--- src/design/mor_pkg.sv ---
// ----------------------------------------------------------------------------
// mor_pkg
// Types and fixed constants of the maximal ones rectangle block.
// ----------------------------------------------------------------------------
`default_nettype none

package mor_pkg;

  localparam int unsigned AREA_W = 17;
  localparam logic [AREA_W-1:0] AREA_MAX = 17'h1FFFF;

  localparam int unsigned CNT_W = 7;
  localparam logic [CNT_W-1:0] COLUMN_COUNT_RST = 7'd64;

  localparam int unsigned APB_DATA_W = 32;
  localparam int unsigned APB_ADDR_W = 3;
  localparam int unsigned REG_IDX_W  = APB_ADDR_W - 2;

  // Register word indexes
  localparam logic [REG_IDX_W-1:0] REG_COLUMN_COUNT = 1'b0;

  // Control of the shared area unit
  typedef struct packed {
    logic mul_en;   // register height times span
    logic acc_en;   // fold the registered product into the best area
    logic clr;      // drop the best area
  } area_ctl_t;

endpackage

`default_nettype wire

--- src/design/mor_ram.sv ---
// ----------------------------------------------------------------------------
// mor_ram
// Generic single-write, single-read RAM with registered read data.
// ----------------------------------------------------------------------------
`default_nettype none

module mor_ram #(
  parameter int unsigned WIDTH = 8,
  parameter int unsigned DEPTH = 64
) (
  input  wire logic                                   clk_i,
  input  wire logic                                   we_i,
  input  wire logic [(DEPTH > 1 ? $clog2(DEPTH) : 1)-1:0] waddr_i,
  input  wire logic [WIDTH-1:0]                       wdata_i,
  input  wire logic [(DEPTH > 1 ? $clog2(DEPTH) : 1)-1:0] raddr_i,
  output logic      [WIDTH-1:0]                       rdata_o
);

  logic [WIDTH-1:0] mem_q [DEPTH];

  always_ff @(posedge clk_i) begin
    if (we_i) begin
      mem_q[waddr_i] <= wdata_i;
    end
    rdata_o <= mem_q[raddr_i];
  end

endmodule

`default_nettype wire

--- src/design/mor_area.sv ---
// ----------------------------------------------------------------------------
// mor_area
// Shared area unit: one registered multiply, saturation and running maximum.
// ----------------------------------------------------------------------------
`default_nettype none

module mor_area #(
  parameter int unsigned HEIGHT_W = 11,
  parameter int unsigned SPAN_W   = 7
) (
  input  wire logic                          clk_i,
  input  wire logic                          rst_ni,
  input  wire mor_pkg::area_ctl_t            ctl_i,
  input  wire logic [HEIGHT_W-1:0]           height_i,
  input  wire logic [SPAN_W-1:0]             span_i,
  output logic      [mor_pkg::AREA_W-1:0]    best_o
);

  import mor_pkg::*;

  localparam int unsigned PROD_W = HEIGHT_W + SPAN_W;
  localparam int unsigned EXT_W  = (PROD_W > AREA_W) ? PROD_W : AREA_W;

  logic [PROD_W-1:0] prod_q;
  logic [PROD_W-1:0] prod_d;
  logic [AREA_W-1:0] best_q;
  logic [AREA_W-1:0] best_d;
  logic [EXT_W-1:0]  prod_ext;
  logic [AREA_W-1:0] area_sat;

  assign prod_d   = PROD_W'(height_i) * PROD_W'(span_i);
  assign prod_ext = EXT_W'(prod_q);
  assign area_sat = (prod_ext > EXT_W'(AREA_MAX)) ? AREA_MAX : AREA_W'(prod_ext);

  always_comb begin
    best_d = best_q;
    if (ctl_i.clr) begin
      best_d = '0;
    end else if (ctl_i.acc_en && (area_sat > best_q)) begin
      best_d = area_sat;
    end
  end

  always_ff @(posedge clk_i) begin
    if (ctl_i.mul_en) begin
      prod_q <= prod_d;
    end
  end

  always_ff @(posedge clk_i or negedge rst_ni) begin
    if (!rst_ni) begin
      best_q <= '0;
    end else begin
      best_q <= best_d;
    end
  end

  assign best_o = best_q;

endmodule

`default_nettype wire

--- src/design/maximal_ones_rectangle.sv ---
// ----------------------------------------------------------------------------
// maximal_ones_rectangle
// Largest all-ones rectangle of a binary matrix streamed one cell per item.
// ----------------------------------------------------------------------------
// The matrix arrives in row-major order, one cell bit per item, with the row
// length set by the column_count register (byte address 0; zero counts as
// one column, values above MAX_COLS count as MAX_COLS). Per column the block
// keeps the height of the run of ones ending at the current row, saturating
// at MAX_ROWS; at each row end it runs the monotonic-stack histogram pass and
// keeps the best area, which it delivers as one item on the cell marked
// matrix_end (a row is closed early there) before clearing heights and best
// area for the next matrix. A cell that does not end a row is accepted and
// then takes the height read-modify-write through the height RAM. A cell
// that ends a row also gets a stack pass, and a finish step on the matrix
// end: the stack pass visits each column for a push (fetch, load, compare)
// and for a pop (compare, multiply, fold into the maximum), all through one
// height RAM port, one stack RAM port and one shared multiplier. in_stall_o
// is low only between items. The result sits in an output register, so the
// next matrix streams in while it waits to be taken; the block holds only
// when a second result is ready before the first one left. Heights need no
// clearing pass: a valid bit per column makes an unwritten column read zero.
// Write column_count only while the block is idle.
// ----------------------------------------------------------------------------
`default_nettype none

module maximal_ones_rectangle #(
  parameter int unsigned MAX_COLS = 64,
  parameter int unsigned MAX_ROWS = 1024
) (
  input  wire logic                              clk_i,
  input  wire logic                              rst_ni,
  // APB configuration port
  input  wire logic                              psel,
  input  wire logic                              penable,
  input  wire logic                              pwrite,
  input  wire logic [mor_pkg::APB_ADDR_W-1:0]    paddr,
  input  wire logic [mor_pkg::APB_DATA_W-1:0]    pwdata,
  output logic      [mor_pkg::APB_DATA_W-1:0]    prdata,
  output logic                                   pready,
  // Cell input channel
  input  wire logic                              in_valid_i,
  output logic                                   in_stall_o,
  input  wire logic                              cell_bit_i,
  input  wire logic                              matrix_end_i,
  // Result channel
  output logic                                   out_valid_o,
  input  wire logic                              out_stall_i,
  output logic      [mor_pkg::AREA_W-1:0]        max_area_o
);

  import mor_pkg::*;

  // Column index, column count / stack depth, and height widths
  localparam int unsigned CW = (MAX_COLS > 1) ? $clog2(MAX_COLS) : 1;
  localparam int unsigned IW = $clog2(MAX_COLS + 1);
  localparam int unsigned HW = $clog2(MAX_ROWS + 1);
  localparam int unsigned NW = (IW > CNT_W) ? IW : CNT_W;
  localparam int unsigned SW = CW + HW;   // stack entry: column index and height

  typedef enum logic [2:0] {
    ST_IDLE,      // wait for a cell; height read of the current column in flight
    ST_UPDATE,    // write back the new height, decide on row end
    ST_FETCH,     // present column i to the height RAM
    ST_LOAD,      // capture the height of column i (zero for the sentinel)
    ST_COMPARE,   // pop while the stack top is not lower, else push or end the pass
    ST_POP,       // drop the top, multiply its height by its span
    ST_SCORE,     // fold the product into the best area
    ST_FINISH     // hand the best area to the output register, clear
  } state_e;

  state_e            state_q, state_d;
  logic [CNT_W-1:0]  count_q, count_d;
  logic [CW-1:0]     pos_q, pos_d;
  logic              cell_q, cell_d;
  logic              last_q, last_d;
  logic [MAX_COLS-1:0] hvalid_q, hvalid_d;
  logic [IW-1:0]     i_q, i_d;
  logic [IW-1:0]     depth_q, depth_d;
  logic [HW-1:0]     top_h_q, top_h_d;
  logic [HW-1:0]     cur_q, cur_d;
  logic              out_valid_q, out_valid_d;
  logic [AREA_W-1:0] max_area_q, max_area_d;

  logic [NW-1:0]     cnt_ext;
  logic [IW-1:0]     n_cols;
  logic              row_end;
  logic              cfg_wr;
  logic              cfg_sel;

  logic              h_we;
  logic [CW-1:0]     h_raddr;
  logic [HW-1:0]     h_wdata;
  logic [HW-1:0]     h_rdata;
  logic [HW-1:0]     h_old;

  logic              s_we;
  logic [CW-1:0]     s_raddr;
  logic [SW-1:0]     s_wdata;
  logic [SW-1:0]     s_rdata;
  logic [CW-1:0]     below_idx;
  logic [HW-1:0]     below_h;

  logic [IW-1:0]     span;
  area_ctl_t         area_ctl;
  logic [AREA_W-1:0] best_area;

  // Configuration decode; low address bits are ignored within the word
  assign cfg_sel = (paddr[APB_ADDR_W-1:2] == REG_COLUMN_COUNT);
  assign cfg_wr  = psel && penable && pwrite && cfg_sel;
  assign pready  = 1'b1;
  assign prdata  = cfg_sel ? APB_DATA_W'(count_q) : '0;

  // Effective column count: zero means one, clamp at MAX_COLS
  assign cnt_ext = NW'(count_q);
  always_comb begin
    if (cnt_ext == '0) begin
      n_cols = IW'(1);
    end else if (cnt_ext > NW'(MAX_COLS)) begin
      n_cols = IW'(MAX_COLS);
    end else begin
      n_cols = IW'(cnt_ext);
    end
  end

  // A lowered count closes the row at the current cell
  assign row_end = last_q || ((IW'(pos_q) + IW'(1)) >= n_cols);

  // Height read-modify-write for the current column
  assign h_raddr = (state_q == ST_IDLE) ? pos_q : CW'(i_q);
  assign h_old   = hvalid_q[pos_q] ? h_rdata : '0;
  always_comb begin
    if (!cell_q) begin
      h_wdata = '0;
    end else if (h_old < HW'(MAX_ROWS)) begin
      h_wdata = h_old + HW'(1);
    end else begin
      h_wdata = h_old;
    end
  end

  // Stack: RAM holds every entry, top height also cached in a register
  assign s_raddr   = CW'(depth_q - IW'(2));
  assign s_wdata   = {CW'(i_q), cur_q};
  assign below_idx = s_rdata[SW-1:HW];
  assign below_h   = s_rdata[HW-1:0];

  // Span of the popped bar: to column zero when the stack empties
  assign span = (depth_q == IW'(1)) ? i_q : (i_q - IW'(below_idx) - IW'(1));

  always_comb begin
    state_d     = state_q;
    count_d     = count_q;
    pos_d       = pos_q;
    cell_d      = cell_q;
    last_d      = last_q;
    hvalid_d    = hvalid_q;
    i_d         = i_q;
    depth_d     = depth_q;
    top_h_d     = top_h_q;
    cur_d       = cur_q;
    out_valid_d = out_valid_q;
    max_area_d  = max_area_q;
    h_we        = 1'b0;
    s_we        = 1'b0;
    area_ctl    = '0;

    if (cfg_wr) begin
      count_d = pwdata[CNT_W-1:0];
    end

    // Drop the result once taken
    if (out_valid_q && !out_stall_i) begin
      out_valid_d = 1'b0;
    end

    case (state_q)
      ST_IDLE: begin
        if (in_valid_i) begin
          cell_d  = cell_bit_i;
          last_d  = matrix_end_i;
          state_d = ST_UPDATE;
        end
      end
      ST_UPDATE: begin
        h_we            = 1'b1;
        hvalid_d[pos_q] = 1'b1;
        if (row_end) begin
          pos_d   = '0;
          i_d     = '0;
          depth_d = '0;
          state_d = ST_FETCH;
        end else begin
          pos_d   = pos_q + CW'(1);
          state_d = ST_IDLE;
        end
      end
      ST_FETCH: begin
        state_d = ST_LOAD;
      end
      ST_LOAD: begin
        // Past the last column acts as a zero-height bar that drains the stack
        if ((i_q < n_cols) && hvalid_q[CW'(i_q)]) begin
          cur_d = h_rdata;
        end else begin
          cur_d = '0;
        end
        state_d = ST_COMPARE;
      end
      ST_COMPARE: begin
        if ((depth_q != '0) && (top_h_q >= cur_q)) begin
          state_d = ST_POP;
        end else if (i_q < n_cols) begin
          s_we      = 1'b1;
          top_h_d   = cur_q;
          depth_d   = depth_q + IW'(1);
          i_d       = i_q + IW'(1);
          state_d   = ST_FETCH;
        end else if (last_q) begin
          state_d = ST_FINISH;
        end else begin
          state_d = ST_IDLE;
        end
      end
      ST_POP: begin
        area_ctl.mul_en = 1'b1;
        top_h_d         = below_h;
        depth_d         = depth_q - IW'(1);
        state_d         = ST_SCORE;
      end
      ST_SCORE: begin
        area_ctl.acc_en = 1'b1;
        state_d         = ST_COMPARE;
      end
      ST_FINISH: begin
        // Hold until the output register is free
        if (!out_valid_q || !out_stall_i) begin
          out_valid_d  = 1'b1;
          max_area_d   = best_area;
          area_ctl.clr = 1'b1;
          hvalid_d     = '0;
          state_d      = ST_IDLE;
        end
      end
      default: begin
        state_d = ST_IDLE;
      end
    endcase
  end

  always_ff @(posedge clk_i or negedge rst_ni) begin
    if (!rst_ni) begin
      state_q     <= ST_IDLE;
      count_q     <= COLUMN_COUNT_RST;
      pos_q       <= '0;
      cell_q      <= 1'b0;
      last_q      <= 1'b0;
      hvalid_q    <= '0;
      i_q         <= '0;
      depth_q     <= '0;
      top_h_q     <= '0;
      cur_q       <= '0;
      out_valid_q <= 1'b0;
      max_area_q  <= '0;
    end else begin
      state_q     <= state_d;
      count_q     <= count_d;
      pos_q       <= pos_d;
      cell_q      <= cell_d;
      last_q      <= last_d;
      hvalid_q    <= hvalid_d;
      i_q         <= i_d;
      depth_q     <= depth_d;
      top_h_q     <= top_h_d;
      cur_q       <= cur_d;
      out_valid_q <= out_valid_d;
      max_area_q  <= max_area_d;
    end
  end

  mor_ram #(
    .WIDTH (HW),
    .DEPTH (MAX_COLS)
  ) u_heights (
    .clk_i   (clk_i),
    .we_i    (h_we),
    .waddr_i (pos_q),
    .wdata_i (h_wdata),
    .raddr_i (h_raddr),
    .rdata_o (h_rdata)
  );

  mor_ram #(
    .WIDTH (SW),
    .DEPTH (MAX_COLS)
  ) u_stack (
    .clk_i   (clk_i),
    .we_i    (s_we),
    .waddr_i (CW'(depth_q)),
    .wdata_i (s_wdata),
    .raddr_i (s_raddr),
    .rdata_o (s_rdata)
  );

  mor_area #(
    .HEIGHT_W (HW),
    .SPAN_W   (IW)
  ) u_area (
    .clk_i    (clk_i),
    .rst_ni   (rst_ni),
    .ctl_i    (area_ctl),
    .height_i (top_h_q),
    .span_i   (span),
    .best_o   (best_area)
  );

  assign in_stall_o  = (state_q != ST_IDLE);
  assign out_valid_o = out_valid_q;
  assign max_area_o  = max_area_q;

endmodule

`default_nettype wire

--- config.mk ---
export PLATFORM = sky130hd
export DESIGN_NAME = maximal_ones_rectangle
export DESIGN_NICKNAME = d
export VERILOG_FILES = /design/src/design/mor_pkg.sv /design/src/design/mor_ram.sv /design/src/design/mor_area.sv /design/src/design/maximal_ones_rectangle.sv
export SDC_FILE = /design/constraint.sdc
export NUM_CORES = 2
export LEC_CHECK = 0
export CORE_ASPECT_RATIO = 1.2
export CORE_MARGIN = 8
export CORE_UTILIZATION = 57
export CTS_CLUSTER_SIZE = 12
export DETAILED_ROUTE_END_ITERATION = 10
export DONT_BUFFER_PORTS = 1
export PLACE_DENSITY_LB_ADDON = 0.25
export SKIP_LAST_GASP = 1
export SYNTH_ARGS = -nofsm -noshare
export SYNTH_HDL_FRONTEND = slang
export SYNTH_SLANG_ARGS = --single-unit
export TNS_END_PERCENT = 50
--- constraint.sdc ---
create_clock -name clk_i -period 6.5 [get_ports clk_i]
set_input_delay 1.3 -clock clk_i [delete_from_list [all_inputs] [get_ports clk_i]]
set_output_delay 1.3 -clock clk_i [all_outputs]
set_load 0.02 [all_outputs]
Yosys cells after proc, flatten, opt, wreduce, memory -nomap -nowiden
Memory sizes are Yosys's and may differ from the RTL's. A register that Yosys moved wholly into a read port is not among the register bits.
Cells that the tools add are included.
Widths: inputs -> output; s select.
{"block": "totals", "regBits": 171, "ram_bits": 1792, "inputBits": 44, "out_inout_bits": 52, "n_memories": 2}
{"block": "classes", "addsub": 9, "multipliers": 1, "n_lt_le_gt_ge": 10, "eq_ne": 13, "muxes": 53, "bitwise_logic": 2, "reduce_logical": 29}
{"memory": "u_stack.mem_q", "words": 64, "width": 17, "read_ports": 1, "rd_ports_with_merged_regs": 1, "write_ports": 1, "line": "mor_ram.sv:19", "text": "logic [WIDTH-1:0] mem_q [DEPTH];"}
{"memory": "u_heights.mem_q", "words": 64, "width": 11, "read_ports": 1, "rd_ports_with_merged_regs": 1, "write_ports": 1, "line": "mor_ram.sv:19"}
{"cell": "$pmux 64 s2", "n": 1}
{"cell": "$mux 11", "n": 6}
{"cell": "$mux 64", "n": 1}
{"cell": "$or 64x64->64", "n": 1}
{"cell": "$mux 7", "n": 9}
{"cell": "$mux 17", "n": 3}
{"cell": "$pmux 11 s2", "n": 1}
{"cell": "$pmux 3 s7", "n": 1}
{"cell": "$pmux 7 s3", "n": 1}
{"cell": "$gt 18x17->1 const B", "n": 1}
{"cell": "$mul 11x7->18", "n": 1}
{"cell": "$mux 1", "n": 18}
{"cell": "$gt 17x17->1", "n": 1}
{"cell": "$mux 3", "n": 5}
{"cell": "$add 7x1->7 const B", "n": 2}
{"cell": "$lt 6x7->1 const B", "n": 2}
{"cell": "$pmux 7 s2", "n": 1}
{"cell": "$sub 7x1->7 const B", "n": 2}
{"cell": "$bmux 1 s6", "n": 2}
{"cell": "$eq 3x3->1 const B", "n": 4}
{"cell": "$mux 6", "n": 2}
{"cell": "$add 11x1->11 const B", "n": 1}
{"cell": "$ge 11x11->1", "n": 1}
{"cell": "$lt 11x11->1 const B", "n": 1}
{"cell": "other kinds (27)", "n": 49}

Depth between registers and ports, before layout
{"block": "logic_depth", "word_depth": 9, "depth_mapped": 30}

Modules after synthesis
From an unflattened synthesis, not the netlist that was laid out.
{"block": "unflattened", "cells_unflattened": 4555, "hier_area_um2": 82542.9}
{"module": "mor_ram at u_stack", "instances": 1, "cells_per_inst": 1953, "area_each_um2": 42344.4}
{"module": "mor_ram at u_heights", "instances": 1, "cells_per_inst": 1279, "area_each_um2": 27486.4}
{"module": "maximal_ones_rectangle", "instances": 1, "cells_per_inst": 851, "area_each_um2": 8306.7}
{"module": "mor_area", "instances": 1, "cells_per_inst": 472, "area_each_um2": 4405.5}

Least setup slack after synthesis
Ideal clock, no wire load.
{"block": "synth_path", "kind": "reg-to-reg", "from": "reg i_q[1]", "to": "reg u_area.prod_q[16] (netlist: u_area.prod_ext[16]) (data pin)", "setup_time_ns": 0.258, "arrival_ns": 6.538, "setup_slack_ns": -0.295, "stages_incl_launch_ff": 28, "path_buffers": 2, "period_less_slack_ns": 6.795, "cell_sequence": "dfrtp_1 clkbuf_1 inv_1 fa_1 inv_1 a21oi_1 o21ai_0 and2_1 o21ai_0 nand3b_1 xor2_1 clkbuf_1 nand2b_1 fa_1 fa_1 inv_1 fa_1 inv_1 fa_1 inv_1 ha_1 inv_1 o21ai_0 nand3_1 and3_1 o41ai_1 a21oi_1 xnor2_1"}
{"block": "synth_via", "elab_chain_len": 4}
{"item": "start, declared", "line": "maximal_ones_rectangle.sv:77", "text": "logic [IW-1:0] i_q, i_d;"}
{"item": "start signal, assigned", "line": "maximal_ones_rectangle.sv:271", "text": "i_q <= i_d;"}
{"item": "$sub 7x6->7", "line": "maximal_ones_rectangle.sv:148", "text": "assign span = (depth_q == IW'(1)) ? i_q : (i_q - IW'(below_idx) - IW'(1));"}
{"item": "$sub 7x1->7", "line": "maximal_ones_rectangle.sv:148"}
{"item": "$mux 7 *", "line": "maximal_ones_rectangle.sv:148"}
{"item": "$mul 11x7->18 *", "line": "mor_area.sv:31", "text": "assign prod_d = PROD_W'(height_i) * PROD_W'(span_i);"}
{"item": "named net u_area.prod_d[16]", "line": "mor_area.sv:25", "text": "logic [PROD_W-1:0] prod_d;"}
{"item": "end signal, assigned", "line": "mor_area.sv:46", "text": "prod_q <= prod_d;"}
{"item": "end, declared", "line": "mor_area.sv:24", "text": "logic [PROD_W-1:0] prod_q;"}
Mark *: on every way through the listed nets, which the timed path passes. The rest lies on a longest branch.
A chain may end at the register's enable or synchronous reset.

Worst setup path in the final report
{"block": "layout_path", "from": "reg i_q[0]", "to": "reg u_area.prod_q[16] (netlist: u_area.prod_ext[16]) (data pin)"}
The elaborated chain is that of the path after synthesis.

==> reports/metrics.yaml <==
main_combinational_cell_family_by_area_after_synthesis: "multiplexers"
detailedRoute.firstIterationViolations: 3890
synth_area_leader_cell: "sky130_fd_sc_hd__edfxtp_1"
synthCells: 4427
synth-edff-count: 1810
worstSetupStartpointType: "flop"
post-synth-top-count-cell: "sky130_fd_sc_hd__edfxtp_1"
setup.worst_path.start: "i_q[0]"
synth_compound_area_share_pct: 3.51
clock_insertion_delay_worst_skew_ns: 0.82
final_nets: 4773
drv_cap: 0
ys_seq_area_share_pct: 71.9
p_leak_nw: 31.0
period_needed_ns: 6.00
timing.setup.tns_ns: 0
grt_pass1_wl_um: 283000
rows: 152
dominantRegCellSynth: "sky130_fd_sc_hd__edfxtp_1"
globalplace.congestion: 0.880
post_synth_and_or_nand_nor_area_fraction_pct: 4.54
die-area_mm2: 0.156
fin_area_mm2: 0.0906
final_antenna_net_count: 0
crit_path_top_delay_cell: "sky130_fd_sc_hd__fa_1"
yosys.area_share.xor_xnor_pct: 0.332
finalClockSkew_ns: 0.0458
synth_area_mm2: 0.0817
start_util_pct: 57.3
antenna_found_initial: 1
clockRootBuffer: "sky130_fd_sc_hd__clkbuf_16"
clk_path_buf_depth: 3
place.port_buffers: 0
postSynthRegisterBits: 1991
clk_transition_reported_paths_ns: 0.06
critical_path_class: "flop to flop"
power_per_cell_area_mw_per_mm2: 468
critical_path_arrival_ns: 6.56
worst-path-buf-inv: 7
drt-total-wl_um: 194000
holdWs_ns: 0.189
tritoncts_num_sinks: 1991
tritoncts: "built"
crit_path_max_fanout: 10
cp_top_family: "adder cells"
globalRouteTotalUtil_pct: 24.8
dieHeight_um: 431
finalHoldViolations: 0
post_drt_via_cell_ratio: 6.38
layout-drive-gt1-share_pct: 22.4
commonest_cells_in_the_netlist: "sky130_fd_sc_hd__edfxtp_1 (1810), sky130_fd_sc_hd__mux4_2 (475), sky130_fd_sc_hd__nand2_1 (317)"
detail_route.first_pass.iterations: 5
max_slew_margin_pct: 13.0
wl_per_cell_um: 29.5
grt_start_max_net_pins: 154
synth.yosys.warnings: 0
worst_r2r_startpoint: "i_q[0]"
post_placement_cell_area_mm2: 0.0850
synth.lib_cells_used.distinct: 77
r2r_setup_slack_ns: 0.50
die_width_um: 362
worst_setup_path_end_kind: "flop"
dp_worst_setup_slack_ns: 0.333
cts_max_level: 4
grt_remaining_overflow: 0
cts_inserted_buffers: 193
flow.area_growth_from_synthesis_pct: 10.9
core_area_mm2: 0.143
layout_worst_path_cycle_share_pct: 92.2
synth_top_area_share_pct: 66.5
place.detailed.hpwl_um: 115000
crit_path_max_incr_delay_ns: 0.48
tightest_slew_ns: 1.30
grt_setup_unrepaired: "false"
post_synth_fa_ha_maj_area_fraction_pct: 2.56
number_of_global_route_vias_before_repair: 42635
total_power_w: 0.0424
finalMaxSlewViolations: 0
setup_viol: 0
synth.mux.area_fraction_pct: 15.1
status: "finished, final reports clean"
top_cells_by_area_synth: "sky130_fd_sc_hd__edfxtp_1 (67%), sky130_fd_sc_hd__mux4_2 (13%), sky130_fd_sc_hd__dfrtp_1 (4.7%)"
crit_top_cell: "sky130_fd_sc_hd__inv_1"
drt_drc_violations_left: 0
worst_setup_slack_final_ns: 0.504
power.ir.vdd_worst_v: 0.000533
fmax_ghz: 0.167
postSynthAreaPerCell_um2: 18.5
via_count: 41844
pin_count: 96
required_ns: 7.07
hold_path.class: "input pin to asynchronous set/reset pin"
async_reset_ff_share_pct: 7.68
[per-stage QoR]
step	util (%)	cells
2_1_floorplan	-	4451
3_3_place_gp	59.6	6242
3_5_place_dp	59.6	6242
4_1_cts	63.5	6557
5_1_grt	63.5	6557
6_report	63.5	6558
[worst register-to-register path, stage by stage, from the launching register on]
cell	delay [ns]
sky130_fd_sc_hd__dfrtp_4	0.40
sky130_fd_sc_hd__ha_1	0.17
sky130_fd_sc_hd__inv_1	0.06
sky130_fd_sc_hd__fa_1	0.41
sky130_fd_sc_hd__inv_1	0.08
sky130_fd_sc_hd__a21oi_1	0.06
sky130_fd_sc_hd__o21ai_0	0.19
sky130_fd_sc_hd__and2_1	0.17
sky130_fd_sc_hd__o21ai_0	0.07
sky130_fd_sc_hd__nand3b_1	0.10
sky130_fd_sc_hd__xor2_1	0.21
sky130_fd_sc_hd__buf_4	0.22
sky130_fd_sc_hd__nor2b_1	0.08
sky130_fd_sc_hd__fa_1	0.48
sky130_fd_sc_hd__inv_1	0.05
sky130_fd_sc_hd__fa_1	0.47
sky130_fd_sc_hd__inv_1	0.06
sky130_fd_sc_hd__fa_1	0.48
sky130_fd_sc_hd__inv_1	0.05
sky130_fd_sc_hd__fa_1	0.47
sky130_fd_sc_hd__inv_1	0.04
sky130_fd_sc_hd__ha_1	0.36
sky130_fd_sc_hd__and3_1	0.18
sky130_fd_sc_hd__nand3_1	0.10
sky130_fd_sc_hd__and3_1	0.20
sky130_fd_sc_hd__o41ai_1	0.35
sky130_fd_sc_hd__a21oi_1	0.13
sky130_fd_sc_hd__xnor2_1	0.14
[layout by cell type (no fill, tap or decap), types with 12 or more instances in the layout]
cell type / instances
sky130_fd_sc_hd__edfxtp_1: 1810
sky130_fd_sc_hd__mux4_2: 475
sky130_fd_sc_hd__nand2_1: 316
sky130_fd_sc_hd__clkbuf_16: 197
sky130_fd_sc_hd__buf_4: 190
sky130_fd_sc_hd__mux2i_1: 144
sky130_fd_sc_hd__inv_1: 137
sky130_fd_sc_hd__dfrtp_1: 133
sky130_fd_sc_hd__nor2_1: 119
sky130_fd_sc_hd__ha_1: 94
sky130_fd_sc_hd__nand3_1: 87
sky130_fd_sc_hd__o21a_1: 80
sky130_fd_sc_hd__clkbuf_1: 80
sky130_fd_sc_hd__a21oi_1: 79
sky130_fd_sc_hd__nor2_2: 74
sky130_fd_sc_hd__o21ai_0: 58
sky130_fd_sc_hd__nor2b_1: 54
sky130_fd_sc_hd__fa_1: 45
sky130_fd_sc_hd__a31oi_1: 34
sky130_fd_sc_hd__a221oi_1: 32
sky130_fd_sc_hd__and2_1: 30
sky130_fd_sc_hd__dfxtp_1: 28
sky130_fd_sc_hd__conb_1: 26
sky130_fd_sc_hd__a211oi_1: 24
sky130_fd_sc_hd__nor3_1: 24
sky130_fd_sc_hd__o21ai_1: 21
sky130_fd_sc_hd__nand2b_1: 19
sky130_fd_sc_hd__nand4_1: 18
sky130_fd_sc_hd__xnor2_1: 17
sky130_fd_sc_hd__o22ai_1: 16
sky130_fd_sc_hd__dfrtp_2: 15
sky130_fd_sc_hd__a21o_1: 14
sky130_fd_sc_hd__nor4_1: 12
sky130_fd_sc_hd__clkinv_1: 12
[what timing repair did]
| action | CTS | global route |
|---|---|---|
| hold buffers | 0 | 0 |
| gates resized for setup | 0 | 4 |
| setup buffers | 0 | 0 |
| setup endpoints to repair | 0 | 2 |
[power breakdown]
group	switching (W)	total (W)	internal [W]
combinational	0.00967	0.0157	0.00601
sequential	0.000523	0.0165	0.0160
clock	0.00457	0.0102	0.00563
total	0.0148	0.0424	0.0276
[cell families after synthesis]
group                      count (synthesis)
adders and majority gates                140
muxes                                    636
buffers and inverters                    393
DFF                                     1991
and+or+nand+nor                          809
AOI/OAI and AO/OA                        425
xor gates and xnor gates                  31
other                                      2
[area by class of cell]
| type | instances | area [µm²] |
|---|---|---|
| Clock inverter | 31 | 262 |
| Tap cell | 1848 | 2310 |
| Fill cell | 9729 | 52000 |
| Clock buffer | 284 | 5330 |
| Sequential cell | 1991 | 58800 |
| Antenna cell | 1 | 2.50 |
| Multi-Input combinational cell | 2067 | 21800 |
| Timing Repair Buffer | 199 | 1610 |
| Inverter | 137 | 514 |
[sequential cells by signal, indices dropped and copies added (netlist names)]
signal             cells
cnt_ext                7
pos_q                  6
hvalid_q              64
top_h_q               11
u_heights.rdata_o     11
i_q                    7
u_area.prod_ext       18
state_q                3
u_stack.rdata_o       17
cur_q                 11
last_q                 1
u_heights.mem_q      704
u_area.best_o         17
out_valid_o            1
u_stack.mem_q       1088
cell_q                 1
depth_q                7
max_area_o            17
[layer usage]
layer / global-route usage (%) / vias to the layer above / wire length [µm]
met2: 42.4 / 1747 / 99100
met3: 3.99 / 404 / 13000
li1: - / 17786 / -
met5: 0 / - / 0
met4: 11.5 / 0 / 9910
met1: 31.2 / 21907 / 71600
[path summary, 6_finish.rpt]
path | endpoint | cells past startpoint
worst min register to register | top_h_q[2] | 2
worst min-delay path | u_area.best_o[15] | 0
worst max-delay path | u_area.prod_ext[16] | 27
min in group clk_i | top_h_q[2] | 2
worst max register to register | u_area.prod_ext[16] | 27
max in group asynchronous | hvalid_q[49] | 0
Note: power is estimated with default switching activity, not from simulation.
